**src/rtl/rds_pkg.sv**
```systemverilog
`default_nettype none
package rds_pkg;

  localparam int unsigned AngW   = 15;
  localparam int unsigned TrigW  = 16;
  localparam int unsigned StepW  = 32;
  localparam int unsigned MapW   = 16;
  localparam int unsigned Q30W   = 31;

  localparam logic [AngW-1:0] TwoPiQ12     = 15'd25736;
  localparam logic [Q30W-1:0] HalfPiQ30    = 31'd1686629713;
  localparam logic [Q30W-1:0] QuarterPiQ30 = 31'd843314856;
  localparam logic [Q30W-1:0] OneQ30       = 31'd1073741824;

  // reciprocal divider: 32 quotient bits cover (2^31 + m) / 2m for m >= 1
  localparam int unsigned RecipBits = 32;

  typedef enum logic [0:0] {
    CfgMapWidth  = 1'b0,
    CfgMapHeight = 1'b1
  } cfg_idx_e;

  // payload carried along the cell chain
  typedef struct packed {
    logic [AngW-1:0]  angle;
    logic [1:0]       quad;
    logic             mirror;
    logic [Q30W-1:0]  x;
    logic [Q30W-1:0]  x2;
    logic [Q30W-1:0]  ts;
    logic [Q30W-1:0]  tc;
    logic [Q30W-1:0]  sr;
    logic [Q30W-1:0]  cr;
    logic signed [TrigW-1:0] s;
    logic signed [TrigW-1:0] c;
    logic [RecipBits:0] remx;
    logic [RecipBits:0] remy;
    logic [RecipBits-1:0] qx;
    logic [RecipBits-1:0] qy;
  } cell_data_t;

  // truncated Q30 product
  function automatic logic [Q30W-1:0] mul30(input logic [Q30W-1:0] a,
                                            input logic [Q30W-1:0] b);
    logic [2*Q30W-1:0] p;
    p = {{Q30W{1'b0}}, a} * {{Q30W{1'b0}}, b};
    return p[Q30W+29:30];
  endfunction

  function automatic logic [TrigW-1:0] to_q14(input logic [Q30W-1:0] v);
    logic [Q30W:0] t;
    t = {1'b0, v} + (Q30W+1)'(32768);
    return TrigW'(t[Q30W:16]);
  endfunction

endpackage
`default_nettype wire

```
**src/rtl/rds_poly_cell.sv**
```systemverilog
`default_nettype none
// one step of both polynomials; Stage picks squaring, product, constant division or the final products
module rds_poly_cell #(
  parameter int unsigned Stage = 0
) (
  input  wire logic               clk_i,
  input  wire logic               en_i,
  input  wire rds_pkg::cell_data_t d_i,
  output      rds_pkg::cell_data_t d_o
);
  // divisors of this stage, done as exact reciprocal multiplication
  localparam int unsigned DivS = (Stage <= 1) ? 42 : ((Stage <= 3) ? 20 : 6);
  localparam int unsigned DivC = (Stage <= 1) ? 56 : ((Stage <= 3) ? 30 : 12);
  localparam int unsigned ShS  = rds_pkg::Q30W + $clog2(DivS);
  localparam int unsigned ShC  = rds_pkg::Q30W + $clog2(DivC);
  localparam logic [31:0] MagS = 32'(((64'd1 << ShS) + 64'(DivS) - 64'd1) / 64'(DivS));
  localparam logic [31:0] MagC = 32'(((64'd1 << ShC) + 64'(DivC) - 64'd1) / 64'(DivC));

  rds_pkg::cell_data_t d_d, d_q;
  logic [rds_pkg::Q30W-1:0] ps, pc, ns, nc, qs, qc;
  logic [63:0] ms, mc;

  always_comb begin
    d_d = d_i;
    ps  = rds_pkg::mul30(d_i.x2, d_i.ts);
    pc  = rds_pkg::mul30(d_i.x2, d_i.tc);
    ns  = (Stage == 1) ? d_i.x2 : d_i.ts;
    nc  = (Stage == 1) ? d_i.x2 : d_i.tc;
    ms  = {33'd0, ns} * {32'd0, MagS};
    mc  = {33'd0, nc} * {32'd0, MagC};
    qs  = rds_pkg::Q30W'(ms >> ShS);
    qc  = rds_pkg::Q30W'(mc >> ShC);
    unique case (Stage)
      0: begin
        d_d.x2 = rds_pkg::mul30(d_i.x, d_i.x);
      end
      1, 3, 5: begin
        d_d.ts = rds_pkg::OneQ30 - qs;
        d_d.tc = rds_pkg::OneQ30 - qc;
      end
      2, 4: begin
        d_d.ts = ps;
        d_d.tc = pc;
      end
      default: begin
        d_d.sr = rds_pkg::mul30(d_i.x, d_i.ts);
        d_d.cr = rds_pkg::OneQ30 - (pc >> 1);
      end
    endcase
  end

  always_ff @(posedge clk_i) begin
    if (en_i) d_q <= d_d;
  end
  assign d_o = d_q;
endmodule
`default_nettype wire

```
**config.mk**
```make
export PLATFORM = sky130hd
export DESIGN_NAME = rds_poly_cell
export DESIGN_NICKNAME = d
export VERILOG_FILES = /design/src/rtl/rds_pkg.sv /design/src/rtl/rds_poly_cell.sv
export SDC_FILE = /design/constraint.sdc
export NUM_CORES = 2
export LEC_CHECK = 0
export ABC_AREA = 1
export BUFFER_PORTS_ARGS = -buffer_cell sky130_fd_sc_hd__clkbuf_2
export CELL_PAD_IN_SITES_DETAIL_PLACEMENT = 0
export CELL_PAD_IN_SITES_GLOBAL_PLACEMENT = 2
export CORE_MARGIN = 8
export CORE_UTILIZATION = 36
export CTS_CLUSTER_SIZE = 25
export DETAILED_ROUTE_END_ITERATION = 7
export PLACE_DENSITY = 0.82
export SYNTH_ARGS = -nofsm -noshare
export SYNTH_HDL_FRONTEND = slang
export SYNTH_SLANG_ARGS = --single-unit
export TNS_END_PERCENT = 100
```
**constraint.sdc**
```tcl
create_clock -name clk_i -period 10.3 [get_ports clk_i]
set_input_delay 3.09 -clock clk_i [delete_from_list [all_inputs] [get_ports clk_i]]
set_output_delay 3.09 -clock clk_i [all_outputs]
set_load 0.05 [all_outputs]
```
==> reports/results.txt <==
The critical path in this run is classified as input port to flip-flop. In the routed design, unresolved DRC markers number 0. STA classifies the critical path endpoint as a flip-flop. The number of cells on the worst hold path was 1. Across the run, the number of max-cap violations was 0. Data on the critical path arrives at its endpoint at 9.80 ns. The tools report the hold path endpoint as d_o[365]. The synthesis-to-layout area growth works out to 18.79%. The global-route total usage across every layer came out at 0.2453.

The worst path in the final design needs a cycle of 9.466 ns, including I/O delays and setup. The effective utilization at floorplan was 0.3615. At the end of routability-driven placement, the weighted congestion stood at 0.9830.

For the number of cells produced by synthesis, the log shows 4038. The die boundary height was 348.7 µm. Leading area contributor after synthesis: fa_1. The number of DRC markers after the initial detailed-route iteration was 1781; the first-pass GRT wire length was 215.2 mm. The clock tree synthesis step divided the H-tree into 2 levels. The mapped cell area is 39840 µm², and the slew at the pin closest to its max-slew limit is 0.7974 ns. The post-cts resize count is 0. In the final layout, the multi-input gates occupy 23600 µm². During synthesis, Yosys emitted a total of 0 warnings. For this design, the sink count on the clock tree is 366.

For the final routed database, the setup TNS stands at 0 ns. TritonCTS built the clock tree. The die outline width was 348.7 µm. The fraction of final layout cells sized beyond drive strength 1 was 0.1867; the layout net count was 6186.

Pin placement for this block handled 734 I/O pins. The run gives 0 as the hold violation total from the final report. Total of flip-flops plus latches after synthesis: 366. The longest clock path from root to sink contains 3 buffers.

For the count of endpoints failing setup in the final report, the log shows 0. The min-delay analysis places its worst path in the category input port to flip-flop. The tools report the tightest slew margin relative to the limit as 0.4684.

The logs give 0.2759 for the share of the yosys chip area belonging to registers and 122 for the number of rows in the core area. A synthesized cell averages 9.866 µm². Counting the fill cells in the layout gives 11062.

Dividing the detail-routed via count by the number of cells gives 4.510. The root buffer cell chosen for the clock tree is clkbuf_16. Clock transition at the registers of the reported paths: 0.06 ns. The via count of the first global-routing pass was 30406. The top cell type's share of synthesized area is 0.3754. The number of flip-flops under the largest register name was 366; the number of buffers added by the clock tree synthesis step was 45.

Hold repair after CTS inserted 0 buffers. The first detailed-routing pass ran for 5 iterations. The library cells used most frequently in the layout, excluding fill and tap cells, are inv_1 (1302), nand2_1 (909), fa_1 (747). The startpoint identified for the worst hold timing path is d_i[365].

The run finished with clean final reports. The tools report the final count of pins violating max slew as 0. The sort of element at the start of the critical path is an input port. For the via count of the routed design, the log shows 28603. The logs give 132.5 mm for the HPWL after detailed placement and 121 for the largest net degree at the start of global routing. The run gives 105.6 MHz as the achievable frequency. The register area was 10990 µm². Along the worst path, the maximum fanout reaches 17. The tools report the area enclosed by the die boundary as 121600 µm².

Setup repair after global routing left no endpoint under its margin. Synthesis instantiated 34 different standard cells from the library. Number of I/O port buffers: 702.

Most common cell after layout, fill and taps aside: inv_1. The routed length per instance was 23.58 µm. The post-route clock period utilization came out at 0.9190. The final layout contains routed wiring with a total length of 149.6 mm. The post-synthesis net count was 5418. After synthesis, the cell types taking the most area are fa_1 (38%), edfxtp_1 (28%), inv_1 (12%).

The tools report the initial antenna violation count as 21. The logs give 110200 µm² for the placeable core region and 0 for the final global-route overflow total. Post-CTS timing repair inserted 0 buffers for setup. In this run the remaining antenna-violating nets after routing total 0.

The tools report the required time reported for the critical path endpoint as 10.63 ns.
## metrics by stage
stage                       util  hold slack (ns)  setup WS, ns  instance area [µm²]  cells
after floorplan                -            3.189        0.9306                39840   4038
after global placement    0.4156            3.267        0.1574                45810   6247
after detailed placement  0.4156            3.269        0.1917                45810   6247
after CTS                 0.4291            2.562        0.8604                47300   6331
after global routing      0.4292            2.587        0.5520                47310   6335
final                     0.4294            2.628        0.8342                47320   6342
## layout make-up
cell class,count,area share
Sequential cell,366,0.2322
Antenna cell,11,0.0005817
Inverter,1303,0.1033
Multi-Input combinational cell,2274,0.4986
Timing Repair Buffer,816,0.09439
Clock inverter,34,0.007271
Tap cell,1488,0.03934
Clock buffer,50,0.02419
## per-layer routing
metal / track usage / routed length [µm] / vias up
met5: 0 / 68 / -
met4: 0.1097 / 8045 / 10
met3: 0.04720 / 9176 / 159
met2: 0.4158 / 72870 / 796
met1: 0.3039 / 59400 / 14417
li1: - / - / 13221
## critical path, cell delays in order
cell and delay, ns:
clkbuf_2 0.53, buf_4 0.23, nand2_1 0.05, inv_1 0.08
fa_1 0.48, fa_1 0.50, fa_1 0.52, inv_1 0.06
fa_1 0.48, inv_1 0.05, fa_1 0.50, fa_1 0.51
fa_1 0.50, inv_1 0.05, fa_1 0.48, inv_1 0.04
ha_1 0.29, nand2_1 0.16, inv_1 0.06, nand2_1 0.06
nand2_1 0.10, a21oi_1 0.31, nor2_1 0.07, o21ai_0 0.24
nand3_1 0.12, nand2_1 0.07, nand2_1 0.10
## cells by family after synthesis
group / Yosys count / share of synthesized area
AOI/OAI and AO/OA: 113 / 0.01596
xor gates and xnor gates: 33 / 0.007255
adders and majority gates: 1012 / 0.4586
buffers and inverters: 1398 / 0.1318
DFF: 366 / 0.2759
and+or+nand+nor: 1116 / 0.1105
## synthesized netlist by cell type (all sizes together)
cell,number
o21a,1
buf,11
nand2,912
nor4,3
ha,265
inv,1303
a21o,5
and2,3
xor2,21
o211ai,1
edfxtp,366
nand3b,3
a21oi,68
or2,6
nand4,14
nor2,107
o21bai,17
a31o,2
nor3,9
o21ai,18
fa,747
clkbuf,84
nand3,59
xnor2,12
a21boi,1
## how the worst max path moves through the flow
stage | start | endpoint | slack (ns)
after floorplan | d_i[342] | d_o[315] | 0.93
after global placement | d_i[321] | d_o[301] | 0.16
after detailed placement | d_i[334] | d_o[314] | 0.19
after CTS | d_i[334] | d_o[314] | 0.86
after global routing | d_i[321] | d_o[301] | 0.55
final | d_i[321] | d_o[301] | 0.83
Power is not shown: default switching activity piles up to over one toggle a cycle in this logic, so the estimate is an artifact.
