`config.mk`:
```
export PLATFORM = sky130hd
export DESIGN_NAME = rds_div_cell
export DESIGN_NICKNAME = d
export VERILOG_FILES = /design/src/rtl/rds_pkg.sv /design/src/rtl/rds_div_cell.sv
export SDC_FILE = /design/constraint.sdc
export NUM_CORES = 1
export LEC_CHECK = 0
export BUFFER_PORTS_ARGS = -buffer_cell sky130_fd_sc_hd__clkbuf_2
export CORE_AREA = 4 4 280 282
export CTS_CLUSTER_DIAMETER = 60
export DETAILED_ROUTE_END_ITERATION = 10
export DIE_AREA = 0 0 284 286
export PLACE_DENSITY = 0.38
export SYNTH_ARGS = -nofsm -noshare
export SYNTH_HDL_FRONTEND = slang
export SYNTH_SLANG_ARGS = --single-unit
```
`constraint.sdc`:
```
create_clock -name clk_i -period 6.7 [get_ports clk_i]
set_clock_uncertainty 0.1 [all_clocks]
set_input_delay 0.67 -clock clk_i [delete_from_list [all_inputs] [get_ports clk_i]]
set_output_delay 0.67 -clock clk_i [all_outputs]
set_load 0.02 [all_outputs]
```
`src/rtl/rds_pkg.sv`:
```
`default_nettype none
package rds_pkg;

  localparam int unsigned AngW   = 15;
  localparam int unsigned TrigW  = 16;
  localparam int unsigned StepW  = 32;
  localparam int unsigned MapW   = 16;
  localparam int unsigned Q30W   = 31;

  localparam logic [AngW-1:0] TwoPiQ12     = 15'd25736;
  localparam logic [Q30W-1:0] HalfPiQ30    = 31'd1686629713;
  localparam logic [Q30W-1:0] QuarterPiQ30 = 31'd843314856;
  localparam logic [Q30W-1:0] OneQ30       = 31'd1073741824;

  // reciprocal divider: 32 quotient bits cover (2^31 + m) / 2m for m >= 1
  localparam int unsigned RecipBits = 32;

  typedef enum logic [0:0] {
    CfgMapWidth  = 1'b0,
    CfgMapHeight = 1'b1
  } cfg_idx_e;

  // payload carried along the cell chain
  typedef struct packed {
    logic [AngW-1:0]  angle;
    logic [1:0]       quad;
    logic             mirror;
    logic [Q30W-1:0]  x;
    logic [Q30W-1:0]  x2;
    logic [Q30W-1:0]  ts;
    logic [Q30W-1:0]  tc;
    logic [Q30W-1:0]  sr;
    logic [Q30W-1:0]  cr;
    logic signed [TrigW-1:0] s;
    logic signed [TrigW-1:0] c;
    logic [RecipBits:0] remx;
    logic [RecipBits:0] remy;
    logic [RecipBits-1:0] qx;
    logic [RecipBits-1:0] qy;
  } cell_data_t;

  // truncated Q30 product
  function automatic logic [Q30W-1:0] mul30(input logic [Q30W-1:0] a,
                                            input logic [Q30W-1:0] b);
    logic [2*Q30W-1:0] p;
    p = {{Q30W{1'b0}}, a} * {{Q30W{1'b0}}, b};
    return p[Q30W+29:30];
  endfunction

  function automatic logic [TrigW-1:0] to_q14(input logic [Q30W-1:0] v);
    logic [Q30W:0] t;
    t = {1'b0, v} + (Q30W+1)'(32768);
    return TrigW'(t[Q30W:16]);
  endfunction

endpackage
`default_nettype wire

```
`src/rtl/rds_div_cell.sv`:
```
`default_nettype none
// one restoring division bit for both reciprocals
module rds_div_cell (
  input  wire logic               clk_i,
  input  wire logic               en_i,
  input  wire rds_pkg::cell_data_t d_i,
  output      rds_pkg::cell_data_t d_o
);
  localparam int unsigned B = rds_pkg::RecipBits;
  rds_pkg::cell_data_t d_d, d_q;
  logic [B:0] dx, dy, rx, ry;

  always_comb begin
    d_d = d_i;
    dx  = (B+1)'({d_i.c[rds_pkg::TrigW-1] ? -d_i.c : d_i.c, 1'b0});
    dy  = (B+1)'({d_i.s[rds_pkg::TrigW-1] ? -d_i.s : d_i.s, 1'b0});
    rx  = {d_i.remx[B-1:0], d_i.qx[B-1]};
    ry  = {d_i.remy[B-1:0], d_i.qy[B-1]};
    d_d.qx = {d_i.qx[B-2:0], rx >= dx};
    d_d.qy = {d_i.qy[B-2:0], ry >= dy};
    d_d.remx = (rx >= dx) ? rx - dx : rx;
    d_d.remy = (ry >= dy) ? ry - dy : ry;
  end

  always_ff @(posedge clk_i) begin
    if (en_i) d_q <= d_d;
  end
  assign d_o = d_q;
endmodule
`default_nettype wire

```
==> results of run 1 <==
==> area by class of cell <==
class                   count  area share [%]
diodes                      7          0.0834
inverters                  16           0.286
multi-input cells         462            15.4
repair buffers            734            17.7
clock buffers              60            6.24
clock inverters            33            2.15
flip-flops and latches    366            52.3
well taps                 978            5.83
==> where the power goes <==
part	total, W	internal [W]	switching, W
combinational	0.00104	0.000353	0.000690
sequential	0.00283	0.00277	0.0000601
clock	0.00279	0.00173	0.00107
==> worst max-delay path, cell delays in order <==
cell,delay [ps]
clkbuf_2,120
nor4_1,430
nand2b_1,120
nor2_1,220
nand3_1,160
or4b_2,660
ha_1,400
nand2b_1,90
nor3_1,430
a211oi_2,180
o211ai_4,400
nand2_1,290
nor4_1,380
xor2_1,110
==> logic make-up (layout without fill, tap and decap cells) <==
family	Yosys count	count (layout)	share of synthesized area (%)
adders and majority gates	36	36	3.25
AOI/OAI and AO/OA	135	135	6.29
muxes	11	11	0.899
and+or+nand+nor	199	199	7.16
other	0	7	0
DFF	366	366	76.6
buffers and inverters	28	843	0.829
xor gates and xnor gates	81	81	4.95
==> layer usage <==
metal  track usage [%]  part of all wire (%)  up-vias
li1                  -                     -     4885
met1              14.9                    37     5114
met2              23.5                    51      444
met3              4.97                   9.3       80
met4              3.88                   2.4        6
met5                 0                 0.063        -
==> cells in the final DEF (no fill, tap or decap), types with 3 or more instances in the layout <==
cell / count
o21bai_1: 4
inv_8: 3
a211oi_1: 5
clkinv_4: 5
xnor2_1: 36
a31oi_1: 3
o211ai_1: 4
nand2b_1: 9
or3_1: 11
inv_1: 15
clkbuf_16: 51
or2_2: 4
o21ai_0: 23
o21ai_1: 10
clkbuf_2: 730
nor2b_1: 7
and2_1: 3
clkbuf_1: 9
edfxtp_1: 366
nor3_1: 16
diode_2: 7
nand2_1: 60
clkinv_1: 7
bufinv_16: 8
a21oi_1: 40
nor4_1: 5
mux2_2: 6
a21o_1: 12
nand3_1: 11
clkinv_2: 6
or4_1: 4
ha_1: 34
o31ai_1: 9
nor2_1: 43
xor2_1: 45
nand4_1: 9
==> synth_stat cells, types with 2 or more instances <==
master	number
a21o_1	12
o21bai_1	4
or4b_2	2
xnor2_1	36
nor2b_1	7
a311oi_1	2
a211oi_1	5
ha_1	34
and4_1	2
nand3_1	11
o21ai_0	23
a211o_1	2
o211ai_1	4
a31oi_1	3
inv_1	15
or3_1	11
a21boi_0	2
or2_2	4
a31o_2	2
and3_1	2
mux2_4	2
a211oi_2	2
edfxtp_1	366
nor3_1	16
mux2i_1	2
buf_2	2
mux2_2	6
nand2b_1	9
a2111oi_0	2
o21ai_1	10
a21oi_1	40
and2_1	3
nor4b_2	2
nand2_1	60
nor2_1	43
clkbuf_1	8
fa_1	2
xor2_1	45
o31ai_1	9
or4_4	2
o2111ai_1	2
nand4_1	9
or4_1	4
nor4_1	5
==> stage by stage <==
step	cell area, µm²	instances
final	21000	2656
after global routing	21000	2653
after CTS	21000	2649
after detailed placement	19200	2556
after global placement	19200	2556
after floorplan	14300	856
==> path summary, 6_finish.rpt <==
kind / endpoint / slack (ps) / cells past startpoint
worst max-delay path: d_o[86]$_DFFE_PP_ / 2230 / 14
worst min-delay path: d_o[287]$_DFFE_PP_ / 150 / 1
==> impl_metrics.tcl, run 1 <==
set metrics [dict create \
    outcome "finished, final reports clean" \
    grt_max_degree 157 \
    fin_setup_tns_ps 0 \
    layout-drive-gt1-share_pct 50.3 \
    overflow 0 \
    final-seq-area_um2 11000 \
    numPortBuffers 731 \
    rows 101 \
    fin_ws_ps 2230 \
    gp_congestion 0.852 \
    ys.warnings.count 0 \
    antenna_found_initial 10 \
    required_ps 6910 \
    area_growth_pct 46.4 \
    final_nets 2034 \
    period_share_pct 66.7 \
    wl_per_cell_um 21.4 \
    cp_max_fo 28 \
    remaining_drc_errors 0 \
    fp.dieW_um 284 \
    min_period_ps 4470 \
    postSynthNetCount 1260 \
    cts_resized 0 \
    via_count 10500 \
    h-tree-depth 2 \
    clock_path_buffers 3 \
    synth_edf_count 366 \
    rsz0062_at_grt "no" \
    grt_pass1_wl_um 79900 \
    hold_viol 0 \
    relSlewSlack_pct 36.6 \
    worstMarginPinSlew_ps 951 \
    syn_inst 856 \
    startpoint_type "primary input" \
    cp.arrival_ps 4680 \
    synth-seq-cells 366 \
    max_freq_ghz 0.224 \
    place_ws_ps 1620 \
    postCtsSetupRepairBufs 0 \
    final_core_util_pct 27.7 \
    p_total_w 0.00667 \
    hold_buffers 0 \
    synth_area_leaders "edfxtp_1, ha_1, xor2_1, xnor2_1, nand2_1" \
    synth_flop_cell "edfxtp_1" \
    grt_usage_pct 13.3 \
    die_y_um 286 \
    ir_drop_uv 171 \
    largest_reg_flops 366 \
    critPathCaptureType "flop" \
    min_from "d_i[287]" \
    p_per_area_nw_per_um2 317 \
    async_flop_share_pct 0 \
    holdWs_ps 152 \
    detail-route-antenna-nets 0 \
    via_per_inst 3.96 \
    die-area_um2 81200 \
    wirelength_um 56800 \
    grt_pass1_vias 10900 \
    syn_avg_cell_area_um2 16.8 \
    cap_violations 0 \
    drtIter0Drc 519 \
    core_um2 75700 \
    multi_input_area_um2 3230 \
    ioPinCount 734 \
    first_pass_iters 4 \
    clockRootBuffer "clkbuf_16" \
    critPathKind "in -> reg" \
    cts_tree "done" \
    cts_buffers 50 \
    fill_cells 7854 \
    clock_sinks 366 \
    synthDistinctLibCells 66 \
    startpoint "d_i[150]" \
    synth_top_area_share_pct 76.6 \
    syn_area_um2 14300 \
    clk_pin_slew_worst_paths_ps 60 \
    p_leak_nw 8.80 \
    drv_slew 0 \
    yosys.area.top_type "edfxtp_1" \
    seq_area_frac_synth_pct 76.6 \
    setup_viol_count_final 0 \
    dp_hpwl_um 46300 \
    start_util_pct 18.9 \
    holdCritPathClass "in -> reg" \
]
(Power assumes the default switching activity.)
==> inputs of run 2 (changes only) <==
--- a/config.mk
+++ b/config.mk
@@ -5,12 +5,13 @@
 export SDC_FILE = /design/constraint.sdc
 export NUM_CORES = 1
 export LEC_CHECK = 0
+export ABC_AREA = 1
 export BUFFER_PORTS_ARGS = -buffer_cell sky130_fd_sc_hd__clkbuf_2
-export CORE_AREA = 4 4 280 282
+export CORE_AREA = 4 4 281 283
 export CTS_CLUSTER_DIAMETER = 60
 export DETAILED_ROUTE_END_ITERATION = 10
-export DIE_AREA = 0 0 284 286
-export PLACE_DENSITY = 0.38
+export DIE_AREA = 0 0 285 287
+export PLACE_DENSITY = 0.42
 export SYNTH_ARGS = -nofsm -noshare
 export SYNTH_HDL_FRONTEND = slang
 export SYNTH_SLANG_ARGS = --single-unit
==> constraint.sdc (replaced) <==
create_clock -name clk_i -period 4 [get_ports clk_i]
set_clock_uncertainty 0.1 [all_clocks]
set_input_delay 0.4 -clock clk_i [delete_from_list [all_inputs] [get_ports clk_i]]
set_output_delay 0.4 -clock clk_i [all_outputs]
set_load 0.02 [all_outputs]
==> impl_metrics.tcl, run 2 <==
set metrics [dict create \
    outcome "finished, final reports clean" \
    required_ps 4230 \
    die-area_um2 81800 \
    fp.dieW_um 285 \
    async_flop_share_pct 0 \
    grt_pass1_wl_um 98700 \
    first_pass_iters 6 \
    layout-drive-gt1-share_pct 34.1 \
    cap_violations 0 \
    ir_drop_uv 261 \
    drv_slew 0 \
    clock_sinks 366 \
    yosys.area.top_type "edfxtp_1" \
    p_per_area_nw_per_um2 443 \
    fin_setup_tns_ps 0 \
    die_y_um 287 \
    holdCritPathClass "in -> reg" \
    synth_edf_count 366 \
    holdWs_ps 35.7 \
    rows 102 \
    ioPinCount 734 \
    synth-seq-cells 366 \
    start_util_pct 21.0 \
    yosysMostFrequentCell "nand2_1" \
    critPathKind "in -> reg" \
    max_freq_ghz 0.277 \
    overflow 0 \
    period_share_pct 90.2 \
    synthTopCellsByCount "nand2_1, edfxtp_1, inv_1" \
    relSlewSlack_pct 52.0 \
    via_count 14500 \
    layoutNonFillerInstCount 3598 \
    ys.warnings.count 0 \
    h-tree-depth 2 \
    postCtsSetupRepairBufs 0 \
    clockRootBuffer "clkbuf_16" \
    dp.cells 3198 \
    path_common_cell "nand2_1" \
    core_um2 76700 \
    cts_buffers 49 \
    cts_tree "done" \
    mostFrequentLayoutCells "clkbuf_2, nand2_1, edfxtp_1" \
    synth_area_leaders "edfxtp_1, nand2_1, inv_1, ha_1, nor2_1" \
    setup_viol_count_final 0 \
    path_buf_inv 8 \
    grt_pass1_vias 15200 \
    detail-route-antenna-nets 0 \
    hold_viol 0 \
    wirelength_um 69100 \
    rsz0062_at_grt "no" \
    gp_congestion 0.938 \
    syn_avg_cell_area_um2 11.3 \
    clk_pin_slew_worst_paths_ps 60 \
    cp_max_fo 46 \
    syn_area_um2 16100 \
    dp_hpwl_um 55500 \
    cp.arrival_ps 3840 \
    postSynthNetCount 1825 \
    slowest_stage "dlygate4sd3_1" \
    numPortBuffers 731 \
    synthDistinctLibCells 36 \
    dpl_cell_area_um2 21200 \
    antenna_found_initial 11 \
    via_per_inst 4.04 \
    cpPeakStageDelay_ps 540 \
    p_leak_nw 11.5 \
    min_period_ps 3610 \
    critical_path.top_delay_family "buffers and inverters" \
    min_from "d_i[150]" \
    whs_endpoint "d_o[150]$_DFFE_PP_" \
    seq_area_frac_synth_pct 68.2 \
    drtIter0Drc 883 \
    layout_commonest_cell "clkbuf_2" \
    largest_reg_flops 366 \
    final_cell_area_um2 25900 \
    final_nets 2916 \
    synth_flop_cell "edfxtp_1" \
    grt_max_degree 87 \
    wl_per_cell_um 19.2 \
    worstMarginPinSlew_ps 720 \
    syn_inst 1421 \
    synth_top_area_share_pct 68.2 \
    clock_path_buffers 3 \
    crit_chain "dlygate4sd3_1 -> clkbuf_2 -> inv_1 -> ha_1 -> nand3_1 -> nor3_2 -> nand2_1 -> nand2_1 -> o21ai_0 -> xor2_1 -> inv_1 -> ha_1 -> nand2_1 -> inv_1 -> nand2_1 -> inv_1 -> a21oi_1 -> nand2_1 -> nor2_4 -> buf_12 -> inv_1 -> nand2_1 -> nand2_1" \
    grt_usage_pct 16.0 \
    hold_depth 1 \
    remaining_drc_errors 0 \
    startpoint_type "primary input" \
    area_growth_pct 60.8 \
    critPathCaptureType "flop" \
]
## run 2: final cells by class
class                   count  area (µm²)
diodes                      5        12.5
flip-flops and latches    366       11000
clock buffers              56        1250
multi-input cells         841        4270
inverters                 203         764
clock inverters            36         408
fillers                  7924       50800
well taps                1040        1300
repair buffers           1051        6890
## run 2: worst max path at each step
stage | startpoint | to | slack, ps | depth (start not counted)
2_1_floorplan | d_i[147] | d_o[86]$_DFFE_PP_ | 1020 | 20
3_3_place_gp | d_i[146] | d_o[93]$_DFFE_PP_ | 310 | 19
5_1_grt | d_i[131] | d_o[129]$_DFFE_PP_ | 70 | 25
3_5_place_dp | d_i[146] | d_o[95]$_DFFE_PP_ | 300 | 19
6_report | d_i[131] | d_o[99]$_DFFE_PP_ | 390 | 23
4_1_cts | d_i[130] | d_o[99]$_DFFE_PP_ | 390 | 23
## run 2: what timing repair did
item,CTS,global route
hold buffers,303,0
resized for setup,0,1
endpoints found under the setup margin,0,1
hold endpoints to repair,303,0
## run 2: kinds of logic (layout without fill, tap and decap cells)
logic type | after synthesis | count (layout) | synth area share [%]
and+or+nand+nor | 662 | 662 | 17.5
xor gates and xnor gates | 49 | 49 | 2.66
other | 0 | 5 | 0
adders and majority gates | 36 | 36 | 2.89
DFF | 366 | 366 | 68.2
AOI/OAI and AO/OA | 94 | 94 | 3.41
buffers and inverters | 214 | 1346 | 5.27
## run 2: per-layer routing
metal	vias up	global-route usage [%]	wire, µm
met2	582	30.1	36400
met3	99	4.54	5410
li1	6989	-	-
met5	-	0	54
met1	6863	17.6	25400
met4	8	4.67	1820
## run 2: through the flow
stage / util, % / power [W] / setup WS, ps
2_1_floorplan: - / 0.00585 / 1020
3_3_place_gp: 27.6 / 0.00682 / 308
3_5_place_dp: 27.6 / 0.00682 / 301
4_1_cts: 33.7 / 0.0116 / 385
5_1_grt: 33.8 / 0.0120 / 66.0
6_report: 33.8 / 0.0115 / 393
## run 2: power breakdown
group	switching [W]	internal [W]	total, W
clock	0.00176	0.00272	0.00449
sequential	0.000112	0.00464	0.00475
combinational	0.00143	0.000812	0.00224
total	0.00330	0.00817	0.0115
==> inputs of run 3 (changes only) <==
==> constraint.sdc (replaced) <==
create_clock -name clk_i -period 4 [get_ports clk_i]
set_clock_uncertainty 0.1 [all_clocks]
set_input_delay 0.8 -clock clk_i [delete_from_list [all_inputs] [get_ports clk_i]]
set_output_delay 0.8 -clock clk_i [all_outputs]
set_load 0.02 [all_outputs]
==> impl_metrics.tcl, run 3 (synthesis gave the netlist of run 2 again) <==
set metrics [dict create \
    grt_pass1_vias 13800 \
    grt_usage_pct 15.7 \
    clockRootBuffer "clkbuf_16" \
    layout-drive-gt1-share_pct 40.4 \
    clock_path_buffers 3 \
    antenna_found_initial 22 \
    power_frac_seq_pct 43.0 \
    numPortBuffers 731 \
    fin_ws_ps 562 \
    fill_cells 8076 \
    path_common_cell "nand2_1" \
    ir_drop_uv 282 \
    cts_tree "done" \
    overflow 0 \
    wirelength_um 68000 \
    holdCritPathClass "in -> reg" \
    min_period_ps 3440 \
    mostFrequentLayoutCells "clkbuf_2, nand2_1, edfxtp_1" \
    clock_sinks 366 \
    area_growth_pct 44.4 \
    hold_viol 0 \
    drv_slew 0 \
    relSlewSlack_pct 41.3 \
    place_ws_ps -24.3 \
    dp.cells 3258 \
    fin_setup_tns_ps 0 \
    p_total_w 0.0110 \
    cp_max_fo 10 \
    critical_path.top_delay_family "simple AND/OR/NAND/NOR gates" \
    required_ps 4270 \
    switching_share_pct 29.8 \
    layoutNonFillerInstCount 3360 \
    critPathCaptureType "flop" \
    crit_chain "clkbuf_2 -> inv_1 -> ha_1 -> nand3_1 -> nor3_1 -> nand2_1 -> nand2_1 -> buf_4 -> xor2_1 -> inv_1 -> ha_1 -> nand2_1 -> nor2_2 -> nand3_1 -> nor2_1 -> nand2_1 -> nand2_2 -> nor2_4 -> buf_4 -> a21oi_1" \
    dp_hpwl_um 56900 \
    startpoint_type "primary input" \
    holdWs_ps 286 \
    comb_power_share_pct 18.7 \
    die-area_um2 81800 \
    start_util_pct 21.0 \
    cp.arrival_ps 3710 \
    path_buf_inv 5 \
    rsz0062_at_grt "no" \
    worstMarginPinSlew_ps 880 \
    wl_per_cell_um 20.2 \
    hold_buffers 0 \
    p_switching_w 0.00328 \
    detail-route-antenna-nets 0 \
    outcome "finished, final reports clean" \
    die_y_um 287 \
    final_nets 2673 \
    cts_resized 0 \
    drtIter0Drc 889 \
    intPower_w 0.00774 \
    layout_commonest_cell "clkbuf_2" \
    postCtsSetupRepairBufs 0 \
    final-seq-area_um2 11000 \
    rows 102 \
    multi_input_area_um2 4270 \
    max_freq_ghz 0.291 \
    ioPinCount 734 \
    first_pass_iters 5 \
    gp_congestion 0.916 \
    clkPwrFrac_pct 38.3 \
    slowest_stage "ha_1" \
    core_um2 76700 \
    p_per_area_nw_per_um2 474 \
    critPathKind "in -> reg" \
    grt_pass1_wl_um 94200 \
    cap_violations 0 \
    period_share_pct 86.0 \
    via_count 13700 \
    grt_max_degree 83 \
    setup_viol_count_final 0 \
    cts_buffers 49 \
    fp.dieW_um 285 \
    via_per_inst 4.06 \
    remaining_drc_errors 0 \
    cpPeakStageDelay_ps 340 \
    clk_pin_slew_worst_paths_ps 60 \
    p_leak_nw 10.5 \
    largest_reg_flops 366 \
    h-tree-depth 2 \
]
-- run 3: routing by layer --
| metal | wire length, µm | track usage [%] |
|---|---|---|
| met5 | 98 | 0 |
| met4 | 2960 | 7.37 |
| met1 | 24800 | 17.3 |
| met3 | 5930 | 5.31 |
| met2 | 34100 | 27.3 |
-- run 3: worst paths after layout --
check	slack, ps	to	startpoint	cells past startpoint
setup / recovery	560	d_o[116]$_DFFE_PP_	d_i[131]	20
hold / removal	290	d_o[27]$_DFFE_PP_	d_i[26]	1
-- run 3: area by class of cell --
type,instances,area share (%)
multi-input cells,841,18.3
repair buffers,808,18.7
clock buffers,57,5.40
inverters,203,3.29
clock inverters,34,1.26
flip-flops and latches,366,47.3
well taps,1040,5.59
diodes,11,0.118
-- run 3: power by group through the flow --
stage / sequential (W) / combinational, W / clock, W
after floorplan: 0.00526 / 0.000588 / 0
after global placement: 0.00482 / 0.00209 / 0
after detailed placement: 0.00482 / 0.00208 / 0
after CTS: 0.00474 / 0.00210 / 0.00438
after global routing: 0.00477 / 0.00223 / 0.00453
final: 0.00474 / 0.00206 / 0.00422
-- run 3: metrics by stage --
step | instance area [µm²] | utilization (%)
global route | 23300 | 30.3
global placement | 21700 | 28.3
floorplan | 16100 | -
CTS | 23200 | 30.3
finish | 23300 | 30.3
detailed placement | 21700 | 28.3
